<file path="config.mk">
export PLATFORM = sky130hd
export DESIGN_NAME = pspc_seq
export DESIGN_NICKNAME = d
export VERILOG_FILES = /design/src/hdl/pspc_pkg.sv /design/src/hdl/pspc_seq.sv
export SDC_FILE = /design/constraint.sdc
export NUM_CORES = 1
export LEC_CHECK = 0
export ABC_AREA = 1
export BUFFER_PORTS_ARGS = -buffer_cell sky130_fd_sc_hd__buf_2
export CAP_MARGIN = 15
export CORE_ASPECT_RATIO = 1.25
export CORE_MARGIN = 2
export CORE_UTILIZATION = 40
export CTS_CLUSTER_DIAMETER = 40
export CTS_CLUSTER_SIZE = 12
export DETAILED_ROUTE_END_ITERATION = 7
export SLEW_MARGIN = 0
export SYNTH_ARGS = -nofsm -noshare
export SYNTH_HDL_FRONTEND = slang
export SYNTH_SLANG_ARGS = --single-unit
</file>
<file path="constraint.sdc">
create_clock -name clk -period 4 [get_ports clk]
set_input_delay 0.2 -clock clk [delete_from_list [all_inputs] [get_ports clk]]
set_output_delay 0.2 -clock clk [all_outputs]
set_load 0.01 [all_outputs]
</file>
<file path="src/hdl/pspc_pkg.sv">
// Package for pair_sum_positive_counter: sizes, shared types and state codes.
package pspc_pkg;

    localparam int VALUE_BITS = 10;
    localparam int MAX_ITEMS  = 1024;

    localparam int TREE_BITS = VALUE_BITS + 1;
    localparam int TREE_LEN  = 2 ** TREE_BITS;
    localparam int CNT_W     = $clog2(MAX_ITEMS + 1);

    localparam int PAIRS_W = 10;
    localparam int TOTAL_W = 19;

    typedef logic [VALUE_BITS-1:0] value_t;
    typedef logic [TREE_BITS-1:0]  tree_addr_t;
    typedef logic [CNT_W-1:0]      cnt_t;

    // write port of the count tree memory
    typedef struct packed {
        logic       en;
        tree_addr_t addr;
        cnt_t       data;
    } ram_wr_t;

    // one finished result from the sequencer
    typedef struct packed {
        logic [PAIRS_W-1:0] pairs_for_item;
        logic [TOTAL_W-1:0] total_pairs;
        logic               overflow;
    } result_t;

    typedef enum logic [5:0] {
        ST_IDLE   = 6'b000001,
        ST_CLEAR  = 6'b000010,
        ST_CHECK  = 6'b000100,
        ST_QUERY  = 6'b001000,
        ST_UPDATE = 6'b010000,
        ST_DONE   = 6'b100000
    } state_t;

endpackage

</file>
<file path="src/hdl/pspc_seq.sv">
// Sequencer: clear sweep, prefix query and update walks over the count tree.
module pspc_seq (
    input  logic                  clk,
    input  logic                  rst_n,
    input  logic                  in_valid,
    output logic                  in_ready,
    input  logic                  start_req,
    input  pspc_pkg::value_t      value_a,
    input  pspc_pkg::value_t      value_b,
    output pspc_pkg::tree_addr_t  ram_rd_addr,
    input  pspc_pkg::cnt_t        ram_rd_data,
    output pspc_pkg::ram_wr_t     ram_wr,
    output logic                  res_valid,
    input  logic                  res_ready,
    output pspc_pkg::result_t     res
);

    localparam pspc_pkg::tree_addr_t HALF = pspc_pkg::tree_addr_t'(1) << pspc_pkg::VALUE_BITS;
    localparam pspc_pkg::tree_addr_t LAST = '1;
    localparam pspc_pkg::cnt_t       FULL = pspc_pkg::cnt_t'(pspc_pkg::MAX_ITEMS);

    pspc_pkg::state_t             state_reg, state_next;
    logic                         pend_reg, pend_next;
    logic                         go_reg, go_next;
    logic                         ovf_reg, ovf_next;
    pspc_pkg::tree_addr_t         qpos_reg, qpos_next;
    logic [pspc_pkg::TREE_BITS:0] upos_reg, upos_next;
    pspc_pkg::tree_addr_t         wpos_reg, wpos_next;
    pspc_pkg::tree_addr_t         clr_reg, clr_next;
    pspc_pkg::cnt_t               sum_reg, sum_next;
    pspc_pkg::cnt_t               pairs_reg, pairs_next;
    pspc_pkg::cnt_t               items_reg, items_next;
    logic [pspc_pkg::TOTAL_W-1:0] total_reg, total_next;

    pspc_pkg::cnt_t               sum_acc;
    logic                         upos_ok;
    logic [pspc_pkg::TREE_BITS:0] upos_low;

    always_comb
    begin
        sum_acc  = sum_reg + (pend_reg ? ram_rd_data : '0);
        upos_ok  = (upos_reg != '0) && !upos_reg[pspc_pkg::TREE_BITS];
        upos_low = upos_reg & (~upos_reg + 1'b1);

        state_next = state_reg;
        pend_next  = pend_reg;
        go_next    = go_reg;
        ovf_next   = ovf_reg;
        qpos_next  = qpos_reg;
        upos_next  = upos_reg;
        wpos_next  = wpos_reg;
        clr_next   = clr_reg;
        sum_next   = sum_reg;
        pairs_next = pairs_reg;
        items_next = items_reg;
        total_next = total_reg;

        in_ready    = 1'b0;
        res_valid   = 1'b0;
        ram_rd_addr = '0;
        ram_wr.en   = 1'b0;
        ram_wr.addr = wpos_reg;
        ram_wr.data = ram_rd_data + 1'b1;

        case (state_reg)
            pspc_pkg::ST_IDLE:
            begin
                in_ready = 1'b1;
                if (in_valid)
                begin
                    // tree position of threshold + 1 and of slot + 1
                    qpos_next = HALF + pspc_pkg::tree_addr_t'(value_b)
                              - pspc_pkg::tree_addr_t'(value_a);
                    upos_next = {1'b0, HALF + pspc_pkg::tree_addr_t'(value_a)
                              - pspc_pkg::tree_addr_t'(value_b)};
                    if (start_req)
                    begin
                        items_next = '0;
                        total_next = '0;
                        clr_next   = '0;
                        go_next    = 1'b1;
                        state_next = pspc_pkg::ST_CLEAR;
                    end
                    else
                    begin
                        state_next = pspc_pkg::ST_CHECK;
                    end
                end
            end
            pspc_pkg::ST_CLEAR:
            begin
                ram_wr.en   = 1'b1;
                ram_wr.addr = clr_reg;
                ram_wr.data = '0;
                clr_next    = clr_reg + 1'b1;
                if (clr_reg == LAST)
                begin
                    state_next = go_reg ? pspc_pkg::ST_CHECK : pspc_pkg::ST_IDLE;
                end
            end
            pspc_pkg::ST_CHECK:
            begin
                sum_next  = '0;
                pend_next = 1'b0;
                if (items_reg == FULL)
                begin
                    ovf_next   = 1'b1;
                    pairs_next = '0;
                    state_next = pspc_pkg::ST_DONE;
                end
                else
                begin
                    ovf_next   = 1'b0;
                    state_next = pspc_pkg::ST_QUERY;
                end
            end
            pspc_pkg::ST_QUERY:
            begin
                ram_rd_addr = qpos_reg;
                sum_next    = sum_acc;
                if (qpos_reg != '0)
                begin
                    qpos_next = qpos_reg & (qpos_reg - 1'b1);
                    pend_next = 1'b1;
                end
                else
                begin
                    pend_next  = 1'b0;
                    pairs_next = items_reg - sum_acc;
                    state_next = pspc_pkg::ST_UPDATE;
                end
            end
            pspc_pkg::ST_UPDATE:
            begin
                ram_rd_addr = upos_reg[pspc_pkg::TREE_BITS-1:0];
                ram_wr.en   = pend_reg;
                if (upos_ok)
                begin
                    wpos_next = upos_reg[pspc_pkg::TREE_BITS-1:0];
                    upos_next = upos_reg + upos_low;
                    pend_next = 1'b1;
                end
                else
                begin
                    pend_next  = 1'b0;
                    items_next = items_reg + 1'b1;
                    total_next = total_reg + pspc_pkg::TOTAL_W'(pairs_reg);
                    state_next = pspc_pkg::ST_DONE;
                end
            end
            pspc_pkg::ST_DONE:
            begin
                res_valid = 1'b1;
                go_next   = 1'b0;
                if (res_ready)
                begin
                    state_next = pspc_pkg::ST_IDLE;
                end
            end
            default:
            begin
                state_next = pspc_pkg::ST_IDLE;
            end
        endcase
    end

    assign res.pairs_for_item = pspc_pkg::PAIRS_W'(pairs_reg);
    assign res.total_pairs    = total_reg;
    assign res.overflow       = ovf_reg;

    always_ff @(posedge clk or negedge rst_n)
    begin
        if (!rst_n)
        begin
            state_reg <= pspc_pkg::ST_CLEAR;
            pend_reg  <= 1'b0;
            go_reg    <= 1'b0;
            clr_reg   <= '0;
            items_reg <= '0;
            total_reg <= '0;
        end
        else
        begin
            state_reg <= state_next;
            pend_reg  <= pend_next;
            go_reg    <= go_next;
            clr_reg   <= clr_next;
            items_reg <= items_next;
            total_reg <= total_next;
        end
    end

    always_ff @(posedge clk)
    begin
        ovf_reg   <= ovf_next;
        qpos_reg  <= qpos_next;
        upos_reg  <= upos_next;
        wpos_reg  <= wpos_next;
        sum_reg   <= sum_next;
        pairs_reg <= pairs_next;
    end

endmodule

</file>
==> impl_results.md <==
- Row cnt: 58
- Fin crit share: 76.21%
- Number of CTS-inserted buffers: 9
- WHS: 0.1494 ns
- Met1 Usage GRT: 24.71%
- Final Slew Violations: 0
- CTS tree: built
- Met2 usage: 39.40%
- Final Hold Fails: 0
- Worst-margin pin slew: 0.6663 ns
- Crit-path slowest cell: dfrtp_1
- Largest net degree at the start of global routing: 50
- Fin cells: 1483
- HP Class: in -> reg
- Via count: 7616
- CTS max path bufs: 2
- Core box area: 20250 µm²
- Upper clock frequency limit: 0.3281 GHz
- Sequential share of the synthesized area: 35.37%
- Dpl cells: 1466
- Clock Latency Late Sink: 0.36 ns
- Routability congestion estimate: 0.8592
- PortBufs: 101
- Initial antenna violation count: 0
- Post-layout nets: 1301
- Share of cells above drive strength 1: 13.19%
- Post-route cell area: 9295 µm²
- GRT Resource Usage Total: 21.07%
- DIE HEIGHT: 165.2 µm
- PwrDens: 564.6 nW/µm²
- CP max stage delay: 0.53 ns
- N_diodes: 0
- Worst Path Arrival: 3.17 ns
- Clk pin slew, worst setup/hold paths: 0.08 ns
- Most frequent CP cell: nand2_1
- Syn avg cell area: 7.374 µm²
- Final setup vio count: 0
- RSZ-0062 raised after global routing: no
- GR peak layer: met2
- First-pass GRT wire length: 36690 µm
- Crit path from: pend_reg
- Routed len/inst: 15.07 µm
- DP Wirelength: 17710 µm
- Crit path time final: 3.048 ns
- Count of flip-flops with a built-in enable after synthesis: 57
- DRC: 0
- Post-Syn Area: 8310 µm²
- I/O pins: 102
- Ys async rst share: 46.23%
- Synth top area share: 20.60%
- Die Span X: 132.9 µm
- H-Tree Level Count: 3
- Worst ir drop on vdd: 0.2343 mV
- Register bit total from synthesis: 106
- Vias in the first global route: 7491
- Setup CP Type: reg -> reg
- Status: complete, no violations
- Crit path buffers/inverters: 1
- Crit Reg-Reg Startpoint: pend_reg
- Final Power: 5.248 mW
- Req. time, crit path: 4.12 ns
- Rel. slew slack: 55.58%
- Final setup TNS: 0 ns
- WL final: 22350 µm
- Cells after Synth: 1127
- Starting density of the core: 41.05%
- Clk sink count: 106
- Setup Skew: 0.01514 ns
- Post-CTS sizing: 0
- Vias per Instance: 5.136
- Max FFs per register: 19
- Drt initial violations: 483
- Grt met3 use: 1.893%
- Startpoint types: flip-flop
- Synth area leader: edfxtp_1
- Placed Area: 9000 µm²
- Worst Hold Launch: res_ready
- Synth Warn #: 0
- Die area: 21950 µm²
- Top cells by area, synth: edfxtp_1 (21%), dfrtp_1 (14%), nand2_1 (12%), ha_1 (7.8%), inv_1 (7.2%)
- Clock tree root buffer cell: clkbuf_16
- Synth-to-layout area growth: 11.85%
- Drt first pass iters: 5
- Crit. End Element: flip-flop
- Worst-path maximum fanout: 13
- Max-cap violations: 0
- Congestion Overflow GR: 0
- Routed Antenna Nets: 0
- Lkg Pwr: 4.632 nW
- Largest delay share family, worst path: adder cells
- Yosys cell types: 55
- Syn Nets: 1220
- Synth Flop Type: edfxtp_1
- Crit path cell chain: nand2_1, inv_1, ha_1, fa_1, nand2_1, nand2_1, nand2_1, xor2_1, ha_1, nand2_1, nand2_1, nand2_1, nand2_1, nand3_1, nand2_1, a21oi_1, nor2_1
-- layout make-up --
| class | instances | area (µm²) |
|---|---|---|
| Fill cell | 2059 | 10950 |
| Multi-Input combinational cell | 815 | 4531 |
| Sequential cell | 106 | 2939 |
| Inverter | 167 | 634.4 |
| Timing Repair Buffer | 109 | 568.0 |
| Tap cell | 270 | 337.8 |
| Clock buffer | 13 | 260.3 |
| Clock inverter | 3 | 25.02 |
-- power by group --
group	internal (mW)	total, mW	switching (mW)
Combinational	0.835	2.45	1.61
Clock	0.461	0.888	0.428
Sequential	1.56	1.91	0.353
-- metrics by stage --
step           setup WS, ns  util, %
6_report             0.9518    45.91
5_1_grt              0.5337    45.91
4_1_cts              0.9174    45.91
3_5_place_dp         0.9247    44.45
3_3_place_gp         0.9953    44.45
2_1_floorplan         1.179        -
-- worst min-delay path, cell delays in order --
cell and delay, ns:
buf_2 0.07, inv_1 0.05, nand2_1 0.09, nand2_1 0.05
-- placed cells by master, fill, tap and decap left out, types with 7 or more instances in the layout --
cell type | Yosys | layout
buf_4 | 11 | 7
nand4_1 | 18 | 18
xor2_1 | 28 | 28
xnor2_1 | 13 | 13
inv_1 | 160 | 160
ha_1 | 52 | 52
o21ai_0 | 75 | 75
nor4_1 | 8 | 8
buf_2 | 3 | 101
o22ai_1 | 16 | 16
edfxtp_1 | 57 | 57
a21oi_1 | 58 | 58
dfrtp_1 | 48 | 48
nor2_1 | 108 | 108
nor3_1 | 15 | 15
nand2_1 | 258 | 258
nand3_1 | 93 | 93
clkbuf_16 | 0 | 9
-- Yosys cell counts, types with 3 or more instances --
master,n
nand4_1,18
o31ai_1,3
ha_1,52
edfxtp_1,57
xnor2_1,13
dfrtp_1,48
or2_2,5
o21ai_1,5
nor2_2,4
o21ai_0,75
nand2_2,4
clkbuf_1,21
o21a_1,5
inv_2,5
nor2_1,108
xor2_1,28
a21oi_1,58
nand2_1,258
nor3b_1,3
o22ai_1,16
buf_2,3
nor3_1,15
nor2_4,4
nand2_4,3
buf_4,11
nor4_1,8
inv_1,160
o31ai_2,3
nand3_1,93
fa_1,5
a21boi_0,3
-- layer usage --
layer / vias up / wire (µm)
met5: - / 0
met4: 0 / 598
met3: 37 / 764
met2: 178 / 11860
met1: 3520 / 9129
li1: 3881 / -
-- what timing repair did --
item                      CTS  global route
setup buffers               0             0
hold endpoints to repair   48             0
hold buffers                1             0
-- worst paths after layout --
| check | end | slack (ns) | cells past startpoint |
|---|---|---|---|
| max | pairs_reg[10] | 0.95 | 17 |
| min | state_reg[5] | 0.15 | 4 |
| max reg2reg | pairs_reg[10] | 0.95 | 17 |
| min reg2reg | total_reg[6] | 0.53 | 2 |
| max in group asynchronous | clr_reg[6] | 3.05 | 3 |
| min in group asynchronous | total_reg[0] | 0.48 | 3 |
-- cell families (layout without fill, tap and decap cells) --
family	after synthesis	in the layout	share of synthesized area, %
AND/OR/NAND/NOR	533	533	28.64
flip-flops	106	106	35.37
XOR/XNOR	41	41	4.321
AO/OA/AOI/OAI	184	184	12.53
adder cells (fa/ha/maj)	57	57	9.033
buffers and inverters	206	292	10.12
Note: power is estimated with default switching activity, not from simulation.
